<file path="src/sv/bslf_pkg.sv">
package bslf_pkg;

    localparam int TABLE_ENTRIES = 1024;
    localparam int IDX_W = (TABLE_ENTRIES > 1) ? $clog2(TABLE_ENTRIES) : 1;
    localparam int CNT_W = $clog2(TABLE_ENTRIES + 1);

    localparam int POS_W = 6;
    localparam logic [POS_W-1:0] POS_MAX = '1;
    localparam logic [POS_W-1:0] POS_ETH_HI = POS_W'(12);
    localparam logic [POS_W-1:0] POS_ETH_LO = POS_W'(13);
    localparam logic [POS_W-1:0] POS_SRC_FIRST = POS_W'(26);
    localparam logic [POS_W-1:0] POS_SRC_LAST = POS_W'(29);
    localparam logic [POS_W-1:0] MIN_FRAME_BYTES = POS_W'(34);
    localparam logic [15:0] ETHERTYPE_IPV4 = 16'h0800;

    localparam logic [1:0] REQ_FRAME  = 2'd0;
    localparam logic [1:0] REQ_INSERT = 2'd1;
    localparam logic [1:0] REQ_REMOVE = 2'd2;
    localparam logic [1:0] REQ_READ   = 2'd3;

    localparam logic [1:0] ST_OK        = 2'd0;
    localparam logic [1:0] ST_FULL      = 2'd1;
    localparam logic [1:0] ST_NOT_FOUND = 2'd2;
    localparam logic [1:0] ST_PRESENT   = 2'd3;

    typedef struct packed {
        logic        valid;
        logic        eligible;
        logic [31:0] source;
    } frame_done_t;

    typedef struct packed {
        logic        valid;
        logic [1:0]  op;
        logic [31:0] key;
    } table_req_t;

    typedef struct packed {
        logic        valid;
        logic [1:0]  kind;
        logic        drop;
        logic [1:0]  status;
        logic [31:0] hits;
    } table_resp_t;

endpackage

</file>
<file path="src/sv/bslf_parser.sv">
module bslf_parser (
    input  logic                     clk,
    input  logic                     rst_n,
    input  logic                     beat,
    input  logic [7:0]               data_byte,
    input  logic                     last_byte,
    output bslf_pkg::frame_done_t    frame_done
);

    logic [bslf_pkg::POS_W-1:0] pos_reg, pos_next;
    logic [15:0]                eth_reg, eth_next;
    logic [31:0]                src_reg, src_next;
    logic [15:0]                eth_new;
    logic [31:0]                src_new;

    always_comb
    begin
        eth_new = eth_reg;
        src_new = src_reg;
        if (pos_reg == bslf_pkg::POS_ETH_HI || pos_reg == bslf_pkg::POS_ETH_LO)
        begin
            eth_new = {eth_reg[7:0], data_byte};
        end
        else if (pos_reg >= bslf_pkg::POS_SRC_FIRST && pos_reg <= bslf_pkg::POS_SRC_LAST)
        begin
            src_new = {src_reg[23:0], data_byte};
        end

        pos_next = pos_reg;
        eth_next = eth_reg;
        src_next = src_reg;
        frame_done.valid = 1'b0;
        frame_done.eligible = 1'b0;
        frame_done.source = src_new;
        if (beat)
        begin
            if (last_byte)
            begin
                pos_next = '0;
                eth_next = '0;
                src_next = '0;
                frame_done.valid = 1'b1;
                frame_done.eligible = (pos_reg >= bslf_pkg::MIN_FRAME_BYTES - 1'b1)
                                      && (eth_new == bslf_pkg::ETHERTYPE_IPV4);
            end
            else
            begin
                eth_next = eth_new;
                src_next = src_new;
                if (pos_reg != bslf_pkg::POS_MAX)
                begin
                    pos_next = pos_reg + 1'b1;
                end
            end
        end
    end

    always_ff @(posedge clk or negedge rst_n)
    begin
        if (!rst_n)
        begin
            pos_reg <= '0;
            eth_reg <= '0;
            src_reg <= '0;
        end
        else
        begin
            pos_reg <= pos_next;
            eth_reg <= eth_next;
            src_reg <= src_next;
        end
    end

endmodule

</file>
<file path="config.mk">
export PLATFORM = sky130hd
export DESIGN_NAME = bslf_parser
export DESIGN_NICKNAME = d
export VERILOG_FILES = /design/src/sv/bslf_pkg.sv /design/src/sv/bslf_parser.sv
export SDC_FILE = /design/constraint.sdc
export NUM_CORES = 1
export LEC_CHECK = 0
export BUFFER_PORTS_ARGS = -buffer_cell sky130_fd_sc_hd__clkbuf_2
export CAP_MARGIN = 20
export CORE_ASPECT_RATIO = 1.1
export CORE_MARGIN = 5
export CORE_UTILIZATION = 45
export DETAILED_ROUTE_END_ITERATION = 6
export PLACE_DENSITY = 0.79
export SETUP_SLACK_MARGIN = 0.3
export SLEW_MARGIN = 30
export SYNTH_ARGS = -nofsm -noshare
export SYNTH_HDL_FRONTEND = slang
export SYNTH_SLANG_ARGS = --single-unit
export TNS_END_PERCENT = 1
</file>
<file path="constraint.sdc">
create_clock -name clk -period 2.2 [get_ports clk]
set_clock_uncertainty 0.1 [all_clocks]
set_input_delay 0.44 -clock clk [delete_from_list [all_inputs] [get_ports clk]]
set_output_delay 0.44 -clock clk [all_outputs]
set_load 0.05 [all_outputs]
</file>
==> metrics.md, run 1 <==
| Metric | Value |
|---|---|
| Routability Congestion | 0.8265 |
| Number of I/O port buffers | 45 |
| Status | finished with violations |
| Syn Nets | 351 |
| Routed wire length | 8725 um |
| Vias per std cell | 6.223 |
| Antenna fix cells | 0 |
| Critical Path Fanout Max | 28 |
| Critical Path Start Type | flip-flop |
| WL/cell | 18.56 um |
| Crit path cell chain | inv_2 -> ha_4 -> nor2_4 -> a2111o_2 -> buf_12 -> nand2_1 -> nand2_2 -> clkbuf_8 |
| H-tree Lvls | 2 |
| Commonest non-fill, non-tap cell in the layout | nand2_1 |
| Total die area | 8565 sq um |
| First-pass GRT wire length | 13,990 um |
| Final core occ | 65.43% |
| Pin count of the biggest net entering global routing | 57 |
| Syn Inst Count | 335 |
| Post-synth EDFFs | 0 |
| Hold-fix buffers, CTS | 0 |
| CTS sink count | 54 |
| TritonCTS clock tree | done |
| PnR worst setup slack | -0.4811 ns |
| Post-synthesis cell type count | 40 |
| CP delay by family, top | compound AO/OA/AOI/OAI gates |
| Number of CTS-inserted buffers | 5 |
| Routed wl met3 | 419 um |
| Hold slack | -0.006250 ns |
| Core footprint | 6594 sq um |
| CP required | 1.66 ns |
| CP arrival | 2.14 ns |
| Final setup vio count | 42 |
| #FFs+latches synth | 54 |
| Worst-case clock buffer depth | 2 |
| IO Pins | 46 |
| Vias | 2,925 |
| Clock Latency Late Sink | 0.32 ns |
| Violated checks | hold timing, setup timing |
| Initial Util | 46.49% |
| RSZ-0062 raised after global routing | true |
| Clock slew at reported path FFs | 0.09 ns |
| Leakage | 1.770 nW |
| Max stage delay on crit path | 0.54 ns |
| Die Y-Extent | 96.57 um |
| Top Layer Used | met4 |
| Synth warn | 0 |
| Post-DP HPWL | 5361 um |
| Synth Flop Type | dfrtp_1 |
| Final ANT Viol Nets | 0 |
| Initial antenna violation count | 0 |
| CP bufs+invs | 3 |
| GRT Total Usage | 20.54% |
| Kind of critical path | reg2out |
| Share of cells above drive strength 1 | 38.40% |
| Setup WS pre-CTS | -0.1653 ns |
| Sequential element share of the synthesized area | 44.08% |
| Area grow syn2layout | 40.73% |
| Largest register FFs | 32 |
| Worst path slowest cell | a2111o_2 |
| Met2 wire length | 4375 um |
| Most frequent cells in the layout | nand2_1 (65), dfrtp_1 (53), o2bb2ai_1 (48) |
| Hold Path Class | in2async |
| Tmin final | 2.681 ns |
| Fin. max-slew vios | 0 |
| TritonRoute pass-1 iters | 5 |
| Netlist Area Pre-Place | 3065 sq um |
| Tcrit/Tclk final | 121.9% |
| Vias in the first global route | 2,800 |
| Row count | 31 |
| CTS root buf | clkbuf_8 |
| DRC violations left | 0 |
| DR iter-0 viols | 372 |
| Die X | 88.70 um |
| Synthesized area per cell | 9.151 sq um |
| CP endpoint kind | output port |
| Final hold vios | 10 |
| Worst VDD drop | 0.2704 mV |
| Ys async rst share | 100.0% |
| Max_slew headroom | 47.84% |
| Post-layout power | 1.814 mW |
| Nets@finish | 403 |
| Fmax | 373.0 MHz |
| Worst Max-Slew Pin Slew | 0.7799 ns |
| M1 WL | 3782 um |
| Gr ovfl total | 0 |
| Max_cap viols | 0 |
| Pwr per Cell Area | 420.4 nW/um^2 |
[final timing paths]
check	slack, ns	startpoint	cells after the start	endpoint
worst max-delay path	-0.48	pos_reg[1]	8	frame_done[9]
worst min-delay path	-0.006	rst_n	1	pos_reg[4]
worst max register to register	-0.15	pos_reg[0]	8	src_reg[16]
worst min register to register	0.42	src_reg[24]	1	src_reg[24]
max in group asynchronous	1.43	rst_n	2	pos_reg[2]
min in group clk	0.37	data_byte[6]	3	src_reg[6]
[through the flow]
| stage | instance area [sq um] | cells | TNS [ns] |
|---|---|---|---|
| floorplan | 3184 | 335 | -5.541 |
| global placement | 3970 | 459 | -2.628 |
| detailed placement | 3970 | 459 | -4.215 |
| CTS | 4228 | 467 | -13.98 |
| global route | 4314 | 470 | -18.92 |
| finish | 4314 | 470 | -14.83 |
[synth_stat cells, types with 2 or more instances]
| cell | number | area (sq um) |
|---|---|---|
| clkbuf_1 | 14 | 52.55 |
| nor3_1 | 2 | 10.01 |
| nor2_1 | 7 | 26.28 |
| o21ai_1 | 2 | 10.01 |
| nand2_1 | 101 | 379.1 |
| nand3b_1 | 2 | 15.01 |
| a21oi_1 | 4 | 20.02 |
| buf_2 | 11 | 55.05 |
| a22oi_1 | 47 | 352.8 |
| and2_1 | 2 | 12.51 |
| inv_1 | 2 | 7.510 |
| ha_1 | 4 | 50.05 |
| o2bb2ai_1 | 48 | 420.4 |
| xor2_1 | 2 | 17.52 |
| nor4_1 | 2 | 12.51 |
| nor4b_1 | 2 | 17.52 |
| buf_6 | 3 | 33.78 |
| nand4_1 | 3 | 18.77 |
| dfrtp_1 | 54 | 1351 |
| a31o_1 | 2 | 17.52 |
| buf_1 | 2 | 7.510 |
[repair_timing]
action                                 CTS  global route
setup buffers                            0             1
pin swaps                               24            15
setup endpoints to repair               81            81
endpoints found under the hold margin    0             0
resized for setup                       39            17
cloned                                   0             2
[per-layer routing]
layer  track usage [%]  vias to the layer above
met4             6.297                        0
met2             31.50                      129
met3             2.120                       12
li1                  -                     1334
met1             30.55                     1450
met5                 0                        -
[cell families after synthesis]
kind of cell / share of synthesized area [%]
and+or+nand+nor: 18.98
AOI/OAI and AO/OA: 29.27
DFF: 44.08
buffers and inverters: 5.469
adders and majority gates: 1.633
xor gates and xnor gates: 0.5715
[power by group]
group / internal (mW) / switching [mW]
combinational: 0.0885 / 0.142
sequential: 1.00 / 0.0117
clock: 0.226 / 0.345
total: 1.31 / 0.499
[final cells by class]
cell class / instances / area (sq um)
clock buffer: 6 / 72.57
fill: 491 / 2280
timing repair buffer: 76 / 983.4
sequential: 54 / 1353
multi-input combinational: 247 / 1778
clock inverter: 2 / 13.76
tap: 82 / 102.6
inverter: 3 / 11.26
No activity file was read; power rests on OpenSTA's default activity.
==> inputs of run 2 (changes only) <==
- HOLD_SLACK_MARGIN: not set -> 0.1
==> run 2 against run 1 <==
The run ends with setup timing left; wire length about the same; critical path depth unchanged; combinational power barely moved; global-route usage stayed put; sequential cell count unchanged; total power is essentially flat; die area did not move; final area up 0.23%; clock power is essentially flat; utilization is 0.15 points higher; sequential power hardly changed.
==> metrics.md, run 2 (synthesis gave the netlist of run 1 again) <==
| Metric | Value |
|---|---|
| Commonest non-fill, non-tap cell in the layout | nand2_1 |
| Routed wire length | 8719 um (about the same) |
| Status | finished with violations |
| CTS sink count | 54 (unchanged) |
| Leakage | 1.775 nW (+0.24%) |
| Area grow syn2layout | 41.06% |
| Met2 wire length | 4386 um (+0.25%) |
| Vias in the first global route | 2,802 (+0.071%) |
| Number of I/O port buffers | 45 (unchanged) |
| Most frequent cells in the layout | nand2_1 (65), dfrtp_1 (53), o2bb2ai_1 (48) |
| Total die area | 8565 sq um (unchanged) |
| R2R setup slack | -0.17 ns (-0.02 ns) |
| Max_cap viols | 0 (unchanged) |
| Critical Path Start Type | flip-flop |
| Critical Path Fanout Max | 28 (unchanged) |
| CP endpoint | frame_done[9] |
| Die Y-Extent | 96.57 um (unchanged) |
| Pin count of the biggest net entering global routing | 57 (unchanged) |
| Die X | 88.70 um (unchanged) |
| Clock Latency Late Sink | 0.31 ns (about the same) |
| DR iter-0 viols | 344 (-7.5%) |
| Max_slew headroom | 46.45% (-1.4 points) |
| Critical R2R Launch | pos_reg[0] |
| Tcrit/Tclk final | 121.9% (about the same) |
| Hold Path Class | in2reg |
| Tmin final | 2.681 ns (+0.0003810 ns) |
| Fin. max-slew vios | 0 (unchanged) |
| CP endpoint kind | output port |
| Clock slew at reported path FFs | 0.10 ns (about the same) |
| Crit path cell chain | inv_2 -> ha_4 -> nor2_4 -> a2111o_2 -> buf_12 -> nand2_1 -> nand2_2 -> clkbuf_8 |
| Critical Path Start | pos_reg[0] |
| CP bufs+invs | 3 (unchanged) |
| Final ANT Viol Nets | 0 (unchanged) |
| Post-DP HPWL | 5361 um (unchanged) |
| CP arrival | 2.14 ns (about the same) |
| CTS root buf | clkbuf_8 |
| Pwr per Cell Area | 419.4 nW/um^2 (-0.26%) |
| Final core occ | 65.58% (+0.15 points) |
| Share of cells above drive strength 1 | 38.30% (-0.099 points) |
| Nets@finish | 404 (+0.25%) |
| Vias per std cell | 6.227 (about the same) |
| IO Pins | 46 (unchanged) |
| Violated checks | setup timing |
| GRT Total Usage | 20.54% (unchanged) |
| Max stage delay on crit path | 0.54 ns (about the same) |
| Placed cells | 459 (unchanged) |
| Design area | 4324 sq um (+0.23%) |
| Final setup vio count | 47 (+12%) |
| Initial Util | 46.49% (unchanged) |
| TritonRoute pass-1 iters | 5 (unchanged) |
| First-pass GRT wire length | 13,990 um (unchanged) |
| Routability Congestion | 0.8265 (unchanged) |
| TritonCTS clock tree | done |
| Worst path slowest cell | a2111o_2 |
| Final hold vios | 0 (-10) |
| Kind of critical path | reg2out |
| RSZ-0062 raised after global routing | true |
| Gr ovfl total | 0 (unchanged) |
| Row count | 31 (unchanged) |
| Worst-case clock buffer depth | 2 (unchanged) |
| Antenna fix cells | 0 (unchanged) |
| Worst Max-Slew Pin Slew | 0.8006 ns (+0.02077 ns) |
| R2r worst-path depth | 8 (unchanged) |
| Vias | 2,933 (+0.27%) |
| H-tree Lvls | 2 (unchanged) |
| Core footprint | 6594 sq um (unchanged) |
| Worst VDD drop | 0.2742 mV (+1.4%) |
| Top Layer Used | met4 |
| Instance count on the critical path | 8 (unchanged) |
| Number of CTS-inserted buffers | 5 (unchanged) |
| Largest register FFs | 32 (unchanged) |
| Routed wl met3 | 456 um (+8.8%) |
| WL/cell | 18.51 um (-0.28%) |
| Fmax | 372.9 MHz (about the same) |
| CP required | 1.66 ns (about the same) |
| PnR worst setup slack | -0.4815 ns (-0.0003810 ns) |
| Post-placement cell area | 3970 sq um (unchanged) |
| Worst reg2reg path endpoint | src_reg[16] |
| Non-filler cells, final | 471 (+0.21%) |
| M1 WL | 3725 um (-1.5%) |
| Initial antenna violation count | 0 (unchanged) |
| Fill count | 490 (-0.20%) |
| DRC violations left | 0 (unchanged) |
| CP delay by family, top | compound AO/OA/AOI/OAI gates |
-- run 2: timing repair --
action | in CTS | in global routing
buffers inserted | 0 | 1
pin swaps | 24 | 15
hold endpoints to repair | 19 | 0
hold buffers | 1 | 0
resized for setup | 39 | 17
endpoints found under the setup margin | 81 | 81
cloned | 0 | 2
-- run 2: power breakdown --
part,total [mW],internal (mW),switching [mW]
clock,0.570,0.226,0.344
sequential,1.01,1.00,0.0116
combinational,0.232,0.0896,0.142
-- run 2: worst min path at each step --
stage / start / endpoint / slack [ns] / cells after the start
after floorplan: rst_n / eth_reg[0] / 0.04 / 0
after global placement: rst_n / pos_reg[4] / 0.33 / 1
after detailed placement: rst_n / pos_reg[4] / 0.34 / 1
after CTS: data_byte[6] / src_reg[6] / 0.37 / 3
after global routing: data_byte[6] / src_reg[6] / 0.39 / 3
final: data_byte[6] / src_reg[6] / 0.37 / 3
-- run 2: final cells by class --
type	count	area, sq um	share of cell area, %
Inverter	3	11.26	0.2604
Clock buffer	6	72.57	1.678
Multi-Input combinational cell	247	1778	41.12
Sequential cell	54	1353	31.28
Clock inverter	2	13.76	0.3183
Tap cell	82	102.6	2.373
Timing Repair Buffer	77	993.5	22.97
-- run 2: layer usage --
| layer | up-vias | track usage (%) |
|---|---|---|
| met5 | - | 0 |
| met4 | 0 | 6.297 |
| met3 | 12 | 2.120 |
| met2 | 108 | 31.50 |
| met1 | 1476 | 30.55 |
| li1 | 1337 | - |
-- run 2: per-stage QoR --
step                      TNS, ns  hold slack, ns  setup slack (ns)  total power, mW
final                      -15.11          0.3689           -0.4815            1.813
after global routing       -18.92          0.3872           -0.5475            1.879
after CTS                  -13.98          0.3745           -0.4687            1.800
after detailed placement   -4.215          0.3375           -0.1653            1.251
after floorplan            -5.541         0.04441           -0.2371            1.136
after global placement     -2.628          0.3330           -0.1034            1.244
-- run 2: worst min-delay path, cell delays in order --
cell       delay (ns)
clkbuf_2         0.13
a22oi_1          0.07
o2bb2ai_1        0.12
==> inputs of run 3 (changes only) <==
- CORE_ASPECT_RATIO: 1.1 -> not set
==> run 3 against run 2 <==
The flow still finishes with violations (setup timing); worst setup slack worse by 0.065 ns; utilization rose by 4.5 points; wire length up 21%; via count is 7.7% higher; cell count increased by 2.8%; largest power group unchanged; first-iteration DRC count rose by 25%; count of clock-buffer cells in the layout fell by 1; final area increased by 8.8%; sequential share of layout area down 2.5 points; sequential cell count stayed put; critical path depth is the same; clock power grew 24%.
==> metrics.md, run 3 (synthesis gave the netlist of run 1 again) <==
| Metric | Value |
|---|---|
| Hold Path Class | in2reg |
| TritonRoute pass-1 iters | 5 (unchanged) |
| Final ANT Viol Nets | 0 (unchanged) |
| CP endpoint | frame_done[7] |
| Critical Path Start | pos_reg[0] |
| GRT Total Usage | 20.28% (-0.26 points) |
| Final setup vio count | 52 (+11%) |
| Largest register FFs | 32 (unchanged) |
| Critical Path Start Type | flip-flop |
| Vias | 3,160 (+7.7%) |
| CP endpoint kind | output port |
| First-pass GRT wire length | 14,350 um (+2.5%) |
| Fill count | 416 (-15%) |
| Number of CTS-inserted buffers | 5 (unchanged) |
| Routed wire length | 10,590 um (+21%) |
| Violated checks | setup timing |
| Tcrit/Tclk final | 124.8% (+3.0 points) |
| Share of cells above drive strength 1 | 46.04% (+7.7 points) |
| Register area | 1354 sq um (about the same) |
| CTS sink count | 54 (unchanged) |
| Initial antenna violation count | 0 (unchanged) |
| Critical Path Fanout Max | 7 (-75%) |
| Post-DP HPWL | 5607 um (+4.6%) |
| Worst Max-Slew Pin Slew | 0.5307 ns (-0.2700 ns) |
| Number of I/O port buffers | 45 (unchanged) |
| Hold path depth | 2 (-1) |
| Area of the multi-input gates | 1939 sq um (+9.1%) |
| Gr ovfl total | 0 (unchanged) |
| TritonCTS clock tree | done |
| Fin. max-slew vios | 0 (unchanged) |
| CP required | 1.66 ns (about the same) |
| Status | finished with violations |
| Kind of critical path | reg2out |
| Worst VDD drop | 0.2623 mV (-4.3%) |
| PnR worst setup slack | -0.5465 ns (-0.06500 ns) |
| DR iter-0 viols | 429 (+25%) |
| DRC violations left | 0 (unchanged) |
| Clock slew at reported path FFs | 0.10 ns (about the same) |
| Worst reg2reg path endpoint | src_reg[19] |
| Final core occ | 70.04% (+4.5 points) |
| Routability Congestion | 0.7993 (-3.3%) |
| Commonest non-fill, non-tap cell in the layout | nand2_1 |
| Max_cap viols | 0 (unchanged) |
| Pwr per Cell Area | 419.8 nW/um^2 (+0.11%) |
| R2r worst-path depth | 9 (+1) |
| IO Pins | 46 (unchanged) |
| WL/cell | 21.88 um (+18%) |
| RSZ-0062 raised after global routing | true |
| Nets@finish | 419 (+3.7%) |
| Max_slew headroom | 64.12% (+18 points) |
| Area grow syn2layout | 53.51% |
| CP arrival | 2.21 ns (+0.07 ns) |
| Clock Latency Late Sink | 0.33 ns (+0.02 ns) |
| Busiest layer in global routing | met2 |
| M1 GR Usage | 27.04% (-3.5 points) |
| Leakage | 1.922 nW (+8.3%) |
| Core footprint | 6719 sq um (+1.9%) |
| Hold slack | 0.3556 ns (-0.01338 ns) |
| Post-layout power | 1.976 mW (+8.9%) |
| Total die area | 8563 sq um (about the same) |
| Most frequent cells in the layout | nand2_1 (54), dfrtp_1 (52), o2bb2ai_1 (47) |
| GR met2 Demand/Resource | 34.44% (+2.9 points) |
| Vias per std cell | 6.529 (+4.8%) |
| Met3 usage | 2.762% (+0.64 points) |
| Post-route setup TNS | -17.91 ns (-2.807 ns) |
| Die X | 92.54 um (+4.3%) |
| R2R setup slack | -0.11 ns (+0.06 ns) |
| Worst-case clock buffer depth | 2 (unchanged) |
| Row count | 30 (-3.2%) |
| Final hold vios | 0 (unchanged) |
| Antenna fix cells | 0 (unchanged) |
| Initial Util | 45.62% (-0.87 points) |
| Vias in the first global route | 2,913 (+4.0%) |
| Tmin final | 2.746 ns (+0.06500 ns) |
| Hold Startpoint | beat |
| H-tree Lvls | 2 (unchanged) |
| Fmax | 364.1 MHz (-2.4%) |
| Pin count of the biggest net entering global routing | 56 (-1.8%) |
| CTS root buf | clkbuf_8 |
| Die Y-Extent | 92.54 um (-4.2%) |
| Critical R2R Launch | pos_reg[0] |
## run 3: changes by cell type in the layout (fill, tap and decap cells not counted), moves of 2 or more
| cell | previous run | this run |
|---|---|---|
| nand2_2 | 36 | 31 |
| buf_6 | 4 | 18 |
| inv_2 | 3 | 1 |
| a22oi_2 | 15 | 22 |
| buf_4 | 23 | 28 |
| a22oi_1 | 33 | 26 |
| clkbuf_16 | 1 | 5 |
| clkbuf_8 | 9 | 5 |
| nand2_4 | 0 | 16 |
| nand2_1 | 65 | 54 |
| buf_8 | 6 | 1 |
| inv_4 | 0 | 2 |
## run 3: repair_timing
item                       4_1_cts  5_1_grt
buffers inserted                 1        7
hold buffers                     1        0
hold endpoints to repair        15        0
pin swaps                        0       39
gates resized for setup         23       81
setup endpoints to repair       81       81
cloned                           0        8
## run 3: power by group
part           total (mW)  switching [mW]  internal, mW
Combinational       0.249           0.152        0.0971
Sequential           1.02          0.0176          1.00
Clock               0.708           0.361         0.347
Total                1.98           0.530          1.45
## run 3: area by class of cell
type,count,area share (%)
Timing Repair Buffer,92,25.05
Inverter,3,0.3457
Multi-Input combinational cell,247,41.21
Clock buffer,5,1.462
Sequential cell,54,28.77
Clock inverter,3,1.037
Tap cell,80,2.127
## run 3: through the flow
stage               std cells  area, sq um  setup WS [ns]
finish                    484         4706        -0.5465
CTS                       469         4213        -0.4999
global route              484         4706        -0.6142
detailed placement        459         3995        -0.2215
global placement          459         3995        -0.1225
floorplan                 335         3184        -0.2371
## run 3: how the worst min path moves through the flow
stage / end / slack (ns)
2_1_floorplan: eth_reg[0] / 0.04
3_3_place_gp: eth_reg[2] / 0.30
3_5_place_dp: eth_reg[14] / 0.31
4_1_cts: pos_reg[4] / 0.35
5_1_grt: pos_reg[4] / 0.38
6_report: pos_reg[4] / 0.36
## run 3: metal layers
metal	share of wire (%)	vias up
li1	-	1375
met1	41	1561
met2	49	186
met3	6.9	38
met4	3.3	0
met5	0	-
## run 3: worst max-delay path, cell delays in order, from the launching register on
cell      delay (ns)
dfrtp_2         0.44
buf_4           0.16
ha_4            0.15
nor2_4          0.05
a2111o_2        0.55
buf_6           0.20
nand2_1         0.09
nand2_2         0.09
buf_12          0.16
